<file path="config.mk">
export PLATFORM = sky130hd
export DESIGN_NAME = motor_speed_p_regulator
export DESIGN_NICKNAME = d
export VERILOG_FILES = /design/src/msp_pkg.sv /design/src/motor_speed_p_regulator.sv
export SDC_FILE = /design/constraint.sdc
export NUM_CORES = 1
export LEC_CHECK = 0
export ABC_AREA = 1
export BUFFER_PORTS_ARGS = -buffer_cell sky130_fd_sc_hd__buf_4
export CAP_MARGIN = 20
export CORE_MARGIN = 5
export CORE_UTILIZATION = 50
export CTS_CLUSTER_DIAMETER = 100
export CTS_CLUSTER_SIZE = 40
export DETAILED_ROUTE_END_ITERATION = 10
export PLACE_DENSITY = 0.71
export SLEW_MARGIN = 20
export SYNTH_ARGS = -nofsm -noshare
export SYNTH_HDL_FRONTEND = slang
export SYNTH_SLANG_ARGS = --single-unit
</file>
<file path="constraint.sdc">
create_clock -name i_clk -period 6 [get_ports i_clk]
set_input_delay 0 -clock i_clk [delete_from_list [all_inputs] [get_ports i_clk]]
set_output_delay 0 -clock i_clk [all_outputs]
set_load 0.01 [all_outputs]
</file>
<file path="src/msp_pkg.sv">
`timescale 1ns / 1ps

package msp_pkg;

    // Saturation point of the tick counter between encoder edges
    localparam logic [9:0] PERIOD_MAX     = 10'd1023;
    // Upper clamp of the heat counter
    localparam logic [9:0] HEAT_MAX       = 10'd1000;
    // Largest duty the accumulator may hold
    localparam logic [9:0] DUTY_MAX       = 10'd1023;
    // Setpoint code that stops the drive
    localparam logic [7:0] STOP_SETPOINT  = 8'd255;
    // Direction code that selects right rotation
    localparam logic [7:0] DIR_RIGHT_CODE = 8'd128;

    // Register reset values
    localparam logic [7:0] RST_SETPOINT  = 8'd255;
    localparam logic [7:0] RST_DIR_CODE  = 8'd255;
    localparam logic [3:0] RST_GAIN      = 4'd2;
    localparam logic [9:0] RST_SOFT_HEAT = 10'd50;
    localparam logic [9:0] RST_HARD_HEAT = 10'd400;
    localparam logic [9:0] RST_SOFT_DUTY = 10'd900;
    localparam logic [9:0] RST_HARD_DUTY = 10'd50;

    // APB address width: seven 32-bit registers at 4*i
    localparam int ADDR_W = 5;

    // Register index, taken from paddr[4:2]
    typedef enum logic [2:0] {
        REG_SETPOINT  = 3'd0,
        REG_DIR_CODE  = 3'd1,
        REG_GAIN      = 3'd2,
        REG_SOFT_HEAT = 3'd3,
        REG_HARD_HEAT = 3'd4,
        REG_SOFT_DUTY = 3'd5,
        REG_HARD_DUTY = 3'd6
    } t_reg_idx;

    // One tick sample
    typedef struct packed {
        logic encoder_level;
        logic overcurrent;
    } t_in_word;

    // One regulation update
    typedef struct packed {
        logic [9:0] duty;
        logic       dir_right;
        logic       current_warning;
        logic [9:0] measured_period;
    } t_out_word;

endpackage

</file>
<file path="src/motor_speed_p_regulator.sv">
`timescale 1ns / 1ps

// Motor speed P regulator. Each accepted input word is one tick: the encoder
// A level and the over-current comparator bit. A tick that sees an encoder
// level change, or that brings the tick counter to saturation, latches the
// measured period, runs one proportional duty update with heat limiting, and
// yields one output word; other ticks yield none. One word is accepted every
// clock while the output is not stalled; each result comes from its tick
// through the input register and the single update stage that loads the
// output register. A stalled output holds the update stage, and the input
// register with it once that is full, so at most one more tick is taken while
// a result waits. Registers must be written over APB only while the block is
// idle; the block itself does not enforce this. pready is always high.
module motor_speed_p_regulator (
    input  logic                          i_clk,
    input  logic                          i_rst_n,
    // Tick input
    input  logic                          i_valid,
    output logic                          o_ready,
    input  msp_pkg::t_in_word             i_data,
    // Result output
    output logic                          o_valid,
    input  logic                          i_ready,
    output msp_pkg::t_out_word            o_data,
    // Configuration
    input  logic                          psel,
    input  logic                          penable,
    input  logic                          pwrite,
    input  logic [msp_pkg::ADDR_W-1:0]    paddr,
    input  logic [31:0]                   pwdata,
    output logic [31:0]                   prdata,
    output logic                          pready
);

    // Configuration registers
    logic [7:0] r_setpoint;
    logic [7:0] r_dir_code;
    logic [3:0] r_gain;
    logic [9:0] r_soft_heat;
    logic [9:0] r_hard_heat;
    logic [9:0] r_soft_duty;
    logic [9:0] r_hard_duty;

    // Regulator state
    logic [9:0] r_period_cnt;
    logic       r_enc_prev;
    logic [9:0] r_duty;
    logic [9:0] r_heat;

    // Pipeline registers
    logic               r_in_valid;
    msp_pkg::t_in_word  r_in;
    logic               r_out_valid;
    msp_pkg::t_out_word r_out;

    // Update datapath
    logic               w_adv;
    logic               w_update;
    logic [9:0]         w_cnt_inc;
    logic signed [10:0] w_err;
    logic signed [15:0] w_prod;
    logic signed [17:0] w_sum;
    logic [9:0]         w_duty_clamp;
    logic signed [11:0] w_heat_step;
    logic [9:0]         w_duty_final;
    logic [9:0]         w_heat_final;
    logic               w_cfg_wr;
    msp_pkg::t_reg_idx  w_reg_idx;

    // APB decode
    assign pready    = 1'b1;
    assign w_cfg_wr  = psel && penable && pwrite;
    assign w_reg_idx = msp_pkg::t_reg_idx'(paddr[msp_pkg::ADDR_W-1:2]);

    always_comb begin
        case (w_reg_idx)
            msp_pkg::REG_SETPOINT:  prdata = {24'd0, r_setpoint};
            msp_pkg::REG_DIR_CODE:  prdata = {24'd0, r_dir_code};
            msp_pkg::REG_GAIN:      prdata = {28'd0, r_gain};
            msp_pkg::REG_SOFT_HEAT: prdata = {22'd0, r_soft_heat};
            msp_pkg::REG_HARD_HEAT: prdata = {22'd0, r_hard_heat};
            msp_pkg::REG_SOFT_DUTY: prdata = {22'd0, r_soft_duty};
            msp_pkg::REG_HARD_DUTY: prdata = {22'd0, r_hard_duty};
            default:                prdata = 32'd0;
        endcase
    end

    // Write configuration registers
    always_ff @(posedge i_clk) begin
        if (!i_rst_n) begin
            r_setpoint  <= msp_pkg::RST_SETPOINT;
            r_dir_code  <= msp_pkg::RST_DIR_CODE;
            r_gain      <= msp_pkg::RST_GAIN;
            r_soft_heat <= msp_pkg::RST_SOFT_HEAT;
            r_hard_heat <= msp_pkg::RST_HARD_HEAT;
            r_soft_duty <= msp_pkg::RST_SOFT_DUTY;
            r_hard_duty <= msp_pkg::RST_HARD_DUTY;
        end else if (w_cfg_wr) begin
            case (w_reg_idx)
                msp_pkg::REG_SETPOINT:  r_setpoint  <= pwdata[7:0];
                msp_pkg::REG_DIR_CODE:  r_dir_code  <= pwdata[7:0];
                msp_pkg::REG_GAIN:      r_gain      <= pwdata[3:0];
                msp_pkg::REG_SOFT_HEAT: r_soft_heat <= pwdata[9:0];
                msp_pkg::REG_HARD_HEAT: r_hard_heat <= pwdata[9:0];
                msp_pkg::REG_SOFT_DUTY: r_soft_duty <= pwdata[9:0];
                msp_pkg::REG_HARD_DUTY: r_hard_duty <= pwdata[9:0];
                default: ;
            endcase
        end
    end

    // Advance the update stage when the output slot is free or being taken
    assign w_adv   = r_in_valid && (!r_out_valid || i_ready);
    assign o_ready = !r_in_valid || w_adv;
    assign o_valid = r_out_valid;
    assign o_data  = r_out;

    // Count the tick, saturating
    assign w_cnt_inc = (r_period_cnt == msp_pkg::PERIOD_MAX) ? msp_pkg::PERIOD_MAX
                                                              : r_period_cnt + 10'd1;
    assign w_update  = (r_in.encoder_level != r_enc_prev) ||
                       (w_cnt_inc == msp_pkg::PERIOD_MAX);

    // Proportional step on the period error
    assign w_err  = $signed({1'b0, w_cnt_inc}) - $signed({3'b000, r_setpoint});
    assign w_prod = 16'($signed({1'b0, r_gain})) * 16'(w_err);
    assign w_sum  = $signed({8'd0, r_duty}) + 18'(w_prod);

    always_comb begin
        if (r_setpoint == msp_pkg::STOP_SETPOINT || w_sum < 18'sd0) begin
            w_duty_clamp = 10'd0;
        end else if (w_sum > $signed({8'd0, msp_pkg::DUTY_MAX})) begin
            w_duty_clamp = msp_pkg::DUTY_MAX;
        end else begin
            w_duty_clamp = w_sum[9:0];
        end
    end

    // Step heat, force limit duty, clamp heat
    assign w_heat_step = r_in.overcurrent ? $signed({2'b00, r_heat}) + 12'sd1
                                          : $signed({2'b00, r_heat}) - 12'sd1;

    always_comb begin
        w_duty_final = w_duty_clamp;
        if (w_heat_step > $signed({2'b00, r_soft_heat})) begin
            w_duty_final = r_soft_duty;
        end
        if (w_heat_step > $signed({2'b00, r_hard_heat})) begin
            w_duty_final = r_hard_duty;
        end
        if (w_heat_step < 12'sd1) begin
            w_heat_final = 10'd1;
        end else if (w_heat_step > $signed({2'b00, msp_pkg::HEAT_MAX})) begin
            w_heat_final = msp_pkg::HEAT_MAX;
        end else begin
            w_heat_final = w_heat_step[9:0];
        end
    end

    // Input register: hold a word until the update stage takes it
    always_ff @(posedge i_clk) begin
        if (!i_rst_n) begin
            r_in_valid <= 1'b0;
        end else if (o_ready) begin
            r_in_valid <= i_valid;
        end
    end

    always_ff @(posedge i_clk) begin
        if (o_ready && i_valid) begin
            r_in <= i_data;
        end
    end

    // Regulator state and output valid
    always_ff @(posedge i_clk) begin
        if (!i_rst_n) begin
            r_period_cnt <= 10'd0;
            r_enc_prev   <= 1'b0;
            r_duty       <= 10'd0;
            r_heat       <= 10'd0;
            r_out_valid  <= 1'b0;
        end else begin
            if (w_adv) begin
                if (w_update) begin
                    r_period_cnt <= 10'd0;
                    r_enc_prev   <= r_in.encoder_level;
                    r_duty       <= w_duty_final;
                    r_heat       <= w_heat_final;
                end else begin
                    r_period_cnt <= w_cnt_inc;
                end
            end
            if (w_adv) begin
                r_out_valid <= w_update;
            end else if (i_ready) begin
                r_out_valid <= 1'b0;
            end
        end
    end

    // Output register payload
    always_ff @(posedge i_clk) begin
        if (w_adv && w_update) begin
            r_out.duty            <= w_duty_final;
            r_out.dir_right       <= (r_dir_code == msp_pkg::DIR_RIGHT_CODE);
            r_out.current_warning <= r_in.overcurrent;
            r_out.measured_period <= w_cnt_inc;
        end
    end

    // Heat never exceeds its upper clamp
    a_heat_range: assert property (@(posedge i_clk) disable iff (!i_rst_n)
        r_heat <= msp_pkg::HEAT_MAX)
        else $error("heat counter above its maximum");

    // A new result needs a word in the update stage the cycle before
    a_out_source: assert property (@(posedge i_clk) disable iff (!i_rst_n)
        $rose(r_out_valid) |-> $past(r_in_valid))
        else $error("result appeared without an input word");

    // An update clears the tick counter
    a_cnt_clear: assert property (@(posedge i_clk) disable iff (!i_rst_n)
        (w_adv && w_update) |=> (r_period_cnt == 10'd0))
        else $error("tick counter not cleared after update");

    // A stalled stage leaves regulator state alone
    a_state_hold: assert property (@(posedge i_clk) disable iff (!i_rst_n)
        (r_in_valid && r_out_valid && !i_ready) |=> ($stable(r_duty) && $stable(r_heat)))
        else $error("state changed while output stalled");

endmodule

</file>
Word level (Yosys, flattened, before mapping)
Cells that the tools add are included.
Cells by class
  mux-type cells: 12
  multipliers: 1
  reductions and logical operators: 21
  $lt $le $gt $ge: 6
  $add $sub $neg: 5
  equality and inequality tests: 11
  shift-type cells: 0
  div/mod/pow operators: 0
  bitwise gates (word level): 0
Operators by type and width (number)
  2-to-1 mux 10 bit: 8
  one-hot mux 10 bit (7 select lines): 1
  greater-than comparator 12 x 11 -> 1 bit: 2
  equality test 10 bit (second input constant): 2
  adder 11 x 16 -> 17 bit: 1
  greater-than comparator 17 x 11 -> 1 bit (second input constant): 1
  less-than comparator 17 x 1 -> 1 bit (second input constant): 1
  equality test 8 bit (second input constant): 2
  multiplier 5 x 11 -> 16 bit: 1
  AND reduction 2 bit: 8
  greater-than comparator 12 x 11 -> 1 bit (second input constant): 1
  less-than comparator 12 x 2 -> 1 bit (second input constant): 1
  2-to-1 mux 12 bit: 1
  adder 10 x 1 -> 11 bit (second input constant): 1
  subtractor 10 x 1 -> 11 bit (second input constant): 1
  subtractor 10 x 8 -> 11 bit: 1
  adder 10 x 1 -> 10 bit (second input constant): 1
  equality test 3 bit (second input constant): 3
  equality test 3 x 2 -> 1 bit (second input constant): 2
  logical AND 1 bit: 5
  logical OR 1 bit: 4
  equality test 3 x 1 -> 1 bit (second input constant): 1
  zero test 3 bit: 1
  zero test 1 bit: 2
  other kinds (3): 4
Storage, ports and cells
  latch bits: 0
  flip-flop bits (word level): 117
  word-level logic and storage cells: 75
  memory bits (writable): 0
  bits in read-only memories: 0
  input port bits: 46
  memories: 0
  output and inout port bits: 57

Logic depth before layout (Yosys ltp)
  word-level depth: 10
  gate-level depth with buffers: 41
  mapped depth without buffers: 41

Least setup slack after synthesis
No wires, ideal clock.
  path type: register to register
  start: register r_period_cnt[0]
  end: register r_out, in the netlist o_data[13], data pin
  path buffers: 0
  clock period less this slack: 6.026 ns
  arrival: 5.774 ns
  required time: 5.748 ns
  path slack: -0.026 ns
  library setup time: 0.252 ns
  cell stages (with the launch flop): 38
  path through: dfxtp_1 ha_1 nand2_4 nor2_8 nand4_4 nand2_1 inv_1 ha_1 inv_1 fa_1 a21oi_1 o21bai_1 a21oi_1 o21bai_1 nand2_1 nand2_1 a21oi_1 xor2_1 [2 not listed] fa_1 inv_1 fa_1 inv_1 ha_1 nand2_1 nand2_1 a21oi_1 nor2_1 nor3_1 nand3_1 and2_1 nand2_1 nand2_1 nand2_1 nand2_1 nand2_1 inv_1
On the way
  cells in the longest elaborated chain, start to end: 10
  elaborated cells between the ends (all ways): 13
  classes of those cells: add/sub: 3; mul: 1; order compare: 2; eq/ne: 1; mux: 5; reduce/logical: 1
Ends and longest elaborated chain
  start: declaration: line motor_speed_p_regulator.sv:45  | logic [9:0] r_period_cnt;
  start signal: assignment: line motor_speed_p_regulator.sv:191  | r_period_cnt <= w_cnt_inc;
  adder 10 x 1 -> 10 bit or equality test 10 bit (tied branches): line motor_speed_p_regulator.sv:120, motor_speed_p_regulator.sv:119
  2-to-1 mux 10 bit (*): line motor_speed_p_regulator.sv:119  | assign w_cnt_inc = (r_period_cnt == msp_pkg::PERIOD_MAX) ? msp_pkg::PERIOD_MAX
  via w_cnt_inc[0]: line motor_speed_p_regulator.sv:59  | logic [9:0] w_cnt_inc;
  subtractor 10 x 8 -> 11 bit (*): line motor_speed_p_regulator.sv:125  | assign w_err = $signed({1'b0, w_cnt_inc}) - $signed({3'b000, r_setpoint});
  multiplier 5 x 11 -> 16 bit (*): line motor_speed_p_regulator.sv:126  | assign w_prod = 16'($signed({1'b0, r_gain})) * 16'(w_err);
  adder 11 x 16 -> 17 bit (*): line motor_speed_p_regulator.sv:127  | assign w_sum = $signed({8'd0, r_duty}) + 18'(w_prod);
  greater-than comparator 17 x 11 -> 1 bit or less-than comparator 17 x 1 -> 1 bit (tied branches): line motor_speed_p_regulator.sv:132, motor_speed_p_regulator.sv:130
  2-to-1 mux 10 bit or logical OR 1 bit (tied branches): line motor_speed_p_regulator.sv:132, motor_speed_p_regulator.sv:130
  2-to-1 mux 10 bit (*): line motor_speed_p_regulator.sv:130  | if (r_setpoint == msp_pkg::STOP_SETPOINT || w_sum < 18'sd0) begin
  2-to-1 mux 10 bit (*): line motor_speed_p_regulator.sv:145  | if (w_heat_step > $signed({2'b00, r_soft_heat})) begin
  2-to-1 mux 10 bit (*): line motor_speed_p_regulator.sv:148  | if (w_heat_step > $signed({2'b00, r_hard_heat})) begin
  via w_duty_final[1]: line motor_speed_p_regulator.sv:65  | logic [9:0] w_duty_final;
  end: declaration: line motor_speed_p_regulator.sv:54  | msp_pkg::t_out_word r_out;
The timed path passes the listed nets; every way through them passes the cells marked *.
A chain may end at the register's enable or synchronous reset.

Worst setup path after layout
  start: register r_period_cnt[7]
  end: register r_out, in the netlist o_data[16], data pin
On the way
  cells in the longest elaborated chain, start to end: 10
  elaborated cells between the ends (all ways): 13
  classes of those cells: add/sub: 3; mul: 1; order compare: 2; eq/ne: 1; mux: 5; reduce/logical: 1
Ends and longest elaborated chain (line)
  equality test 10 bit (*): motor_speed_p_regulator.sv:119
  2-to-1 mux 10 bit (*): motor_speed_p_regulator.sv:119
  via w_cnt_inc[2]: motor_speed_p_regulator.sv:59
  subtractor 10 x 8 -> 11 bit (*): motor_speed_p_regulator.sv:125
  multiplier 5 x 11 -> 16 bit (*): motor_speed_p_regulator.sv:126
  adder 11 x 16 -> 17 bit (*): motor_speed_p_regulator.sv:127
  greater-than comparator 17 x 11 -> 1 bit or less-than comparator 17 x 1 -> 1 bit (tied branches): motor_speed_p_regulator.sv:132, motor_speed_p_regulator.sv:130
  2-to-1 mux 10 bit or logical OR 1 bit (tied branches): motor_speed_p_regulator.sv:132, motor_speed_p_regulator.sv:130
  2-to-1 mux 10 bit (*): motor_speed_p_regulator.sv:130
  2-to-1 mux 10 bit (*): motor_speed_p_regulator.sv:145
  2-to-1 mux 10 bit (*): motor_speed_p_regulator.sv:148
  via w_duty_final[4]: motor_speed_p_regulator.sv:65
Marked as above.

==> results.txt <==
Compound-gate portion of the synthesized area -> 0.139
Share of async-settable or async-resettable flops after synthesis -> 0
Via/cell ratio -> 5.25
Combinational family with the most area after synthesis -> simple AND/OR/NAND/NOR gates
Cell count of the worst reg-to-reg path -> 35
Worst Hold Slack -> 0.0714 ns
Global-route wire length before repair -> 39.7 mm
Largest cells by area after synthesis -> dfxtp_1 21%, nand2_1 12%, inv_1 9.1%, ha_1 9.1%, edfxtp_1 8.1%
Slowest stage cell, crit path -> fa_1
# H-tree levels -> 4
Cell Int Power -> 1.73 mW
Final Cell Area -> 11200 sq um
Number of hold violations in the final report -> 0
Number of nets in the layout -> 1506
Switching power of the nets -> 796 uW
Overall fraction of global-route tracks in use -> 0.242
Flip-flop and latch count after synthesis -> 117
Post-synthesis adder-cell area fraction -> 0.168
# port buffers -> 55
Bufs and invs on worst path -> 5
Most numerous cell types in the synthesized netlist -> 280 x nand2_1, 217 x inv_1, 99 x nor2_1
Cell total after placement -> 1535
DRC Markers -> 0
Largest stage delay, worst path -> 0.53 ns
Cell area after placement -> 9730 sq um
Slew Viols, Final -> 0
Worst reg2reg path startpoint -> r_period_cnt[7]$_SDFFE_PN0P_
Fraction of synthesized cell area in xor and xnor cells -> 0.0187
Setup slack, reg-to-reg -> -0.005 ns
Gp weighted congestion -> 0.961
Antenna diode instance count -> 0
Number of CTS-inserted buffers -> 17
Seq pwr share -> 0.338
Number of synthesized flops with an enable pin -> 24
HP Start -> i_rst_n
Most common cell type on the critical path -> nand2_1
Count of placed standard cells in the final layout, fillers left out -> 1599
Area growth from synthesis to final layout -> 25.6%
Number of top-level pins -> 103
Detailed-route wire length per cell -> 15.7 um
Clock Pin Slew Worst Setup and Hold Paths -> 0.06 ns
Hold Path Sink -> r_soft_duty[2]$_SDFFE_PN1P_
Initial detailed-routing violation count -> 657
Die span in y -> 144 um
Worst slew slack as a fraction of its limit -> 0.423
Skew-Pair Late Insertion Delay -> 0.42 ns
Ratio of final minimum period to clock period -> 1.00
Violations in the final reports -> negative setup slack
End of the worst register-to-register path -> o_data[16]$_DFFE_PP_
Minimum setup slack in the final design -> -0.00454 ns
Combinational share of power -> 0.248
Maximum number of pins on one net before global-route repair -> 60
ANT nets after route -> 0
Most frequently used flop master after synthesis -> dfxtp_1
Clock tree from TritonCTS -> done
Number of maximum-capacitance constraint violations -> 0
Starting utilization of the core area -> 0.512
Final clock skew -> 0.00812 ns
Area share of the leading cell type in the synthesized netlist -> 0.209
Data arrival time at the worst-slack endpoint -> 6.18 ns
Outcome -> finished, violations left
Class of the most critical hold timing path -> in -> reg
Family of cells with the greatest summed delay on the critical path -> adder cells
Power consumption -> 2.52 mW
Average cell area after synthesis -> 7.22 sq um
Most common cell in the synthesized netlist -> nand2_1
PD cells -> 225 nW/um^2
Cell depth of the worst hold path -> 2
Leakage component of the power -> 5.49 nW
Kind of critical path -> reg -> reg
Width of the die -> 144 um
Unrepaired setup endpoints after global routing -> true
Minimum clock period -> 6.00 ns
Total grt overflow -> 0
Crit-path max FO -> 5
Final WL -> 25.2 mm
Antenna violations before repair -> 0
Maximum frequency from static timing analysis -> 167 MHz
Syn Std Cell Area -> 8910 sq um
Measured slew at the worst slew-check pin -> 0.863 ns
Half-perimeter wire length after placement -> 18.1 mm
Sequential area share after synthesis -> 0.290
Largest buffer count on any clock path -> 2
Filler Cell Count -> 1489
Fraction of power spent switching nets -> 0.316
Multiplexer fraction of the synthesized cell area -> 0
Core area -> 17400 sq um
Mapped Cells -> 1235
Die Footprint -> 20600 sq um
Data required time of the worst path -> 6.18 ns
Fraction of final layout cells sized beyond drive strength 1 -> 0.223
Crit start category -> flop
CTS Root Cell -> clkbuf_16
Synthesis Warnings -> 0
Number of iterations in the first detailed-routing pass -> 5
Routed vias -> 8388
Num Clock Sinks -> 117
Crit end category -> flop
Number of global-route vias before repair -> 7973
Number of placement rows -> 48
Portion of total power attributed to the clock network -> 0.414
VDD IR-drop max -> 0.000284 V
Number of distinct standard cells referenced by the synthesized netlist -> 54
Synth area leader -> dfxtp_1
Simple-gate portion of the synthesized area -> 0.250
Final number of setup-violating endpoints -> 1
==> metal layers <==
metal / part of all wire / vias to the layer above / wire length (um) / track usage
met5: 0 / - / 0 / 0
li1: - / 4183 / - / -
met1: 0.43 / 3881 / 10800 / 0.314
met2: 0.49 / 266 / 12200 / 0.405
met3: 0.057 / 58 / 1430 / 0.0433
met4: 0.030 / 0 / 760 / 0.0917
==> state kept, by name, indices dropped and copies added (netlist names) <==
| name | flops |
|---|---|
| r_in_valid | 1 |
| r_period_cnt | 10 |
| r_gain | 4 |
| r_enc_prev | 1 |
| r_heat | 10 |
| r_hard_duty | 10 |
| r_duty | 10 |
| o_valid | 1 |
| r_hard_heat | 10 |
| r_soft_heat | 10 |
| r_in | 2 |
| o_data | 22 |
| r_dir_code | 8 |
| r_soft_duty | 10 |
| r_setpoint | 8 |
==> placed cells by master (no fill, tap or decap), types with 5 or more instances in the layout <==
| master | instances |
|---|---|
| nor3_1 | 10 |
| edfxtp_1 | 24 |
| nand3_1 | 56 |
| xnor2_1 | 5 |
| o22ai_1 | 10 |
| ha_4 | 11 |
| clkbuf_16 | 17 |
| a21oi_4 | 5 |
| ha_1 | 53 |
| nor2_2 | 12 |
| nor2_4 | 7 |
| conb_1 | 23 |
| nor3_2 | 5 |
| fa_1 | 32 |
| nand4_1 | 16 |
| xor2_1 | 10 |
| o21ai_2 | 7 |
| a221oi_1 | 9 |
| nand2_4 | 8 |
| o211ai_1 | 11 |
| clkinv_1 | 6 |
| nand3_2 | 8 |
| inv_1 | 209 |
| o21ai_1 | 8 |
| dfxtp_1 | 89 |
| nor2_1 | 84 |
| dlygate4sd3_1 | 14 |
| a21oi_2 | 10 |
| inv_2 | 15 |
| nand2_1 | 242 |
| nand3b_1 | 5 |
| o21ai_0 | 54 |
| a21oi_1 | 77 |
| nand2_2 | 38 |
| buf_4 | 116 |
==> power by group through the flow <==
stage | clock (mW) | sequential (mW) | combinational [mW]
floorplan | 0 | 0.868 | 0.369
detailed placement | 0 | 0.869 | 0.519
global placement | 0 | 0.868 | 0.512
global route | 1.09 | 0.855 | 0.694
finish | 1.04 | 0.853 | 0.626
CTS | 1.05 | 0.853 | 0.565
==> kinds of logic (layout without fill, tap and decap cells) <==
kind of cell / count (synthesis) / count (layout)
fa+ha+maj: 99 / 99
flops: 117 / 117
buf+inv: 281 / 397
simple gates: 508 / 509
xor+xnor: 19 / 19
other cells: 2 / 23
compound gates: 209 / 210
==> worst max-delay path by stage <==
stage / slack (ns) / start / cells after the start / endpoint
5_1_grt: -0.33 / r_period_cnt[0]$_SDFFE_PN0P_ / 37 / o_data[15]$_DFFE_PP_
4_1_cts: 0.003 / r_period_cnt[1]$_SDFFE_PN0P_ / 39 / o_data[13]$_DFFE_PP_
6_report: -0.005 / r_period_cnt[7]$_SDFFE_PN0P_ / 35 / o_data[16]$_DFFE_PP_
3_3_place_gp: -0.12 / r_period_cnt[0]$_SDFFE_PN0P_ / 40 / o_data[19]$_DFFE_PP_
3_5_place_dp: -0.27 / r_period_cnt[0]$_SDFFE_PN0P_ / 38 / o_data[19]$_DFFE_PP_
2_1_floorplan: 0.04 / r_period_cnt[0]$_SDFFE_PN0P_ / 37 / o_data[13]$_DFFE_PP_
==> cell type report <==
cell class,instances,area [sq um],area share
clock buffers,18,429,0.0383
clock inverters,14,176,0.0158
inverters,231,872,0.0779
multi-input cells,860,5790,0.517
flip-flops and latches,117,2590,0.231
well taps,225,282,0.0252
repair buffers,134,1060,0.0944
==> stage by stage <==
stage	utilization	setup slack, ns	setup TNS (ns)
finish	0.643	-0.00454	-0.00454
global route	0.643	-0.331	-5.28
CTS	0.619	0.00297	0
detailed placement	0.559	-0.271	-4.75
global placement	0.559	-0.124	-1.40
floorplan	-	0.0357	0
==> timing repair <==
action / in CTS / in global routing
endpoints found under the setup margin: 20 / 20
endpoints found under the hold margin: 66 / 0
hold buffers: 14 / 0
gates resized for setup: 54 / 86
setup buffers: 6 / 11
cloned: 2 / 0
pin swaps: 32 / 70
(Power assumes the default switching activity.)
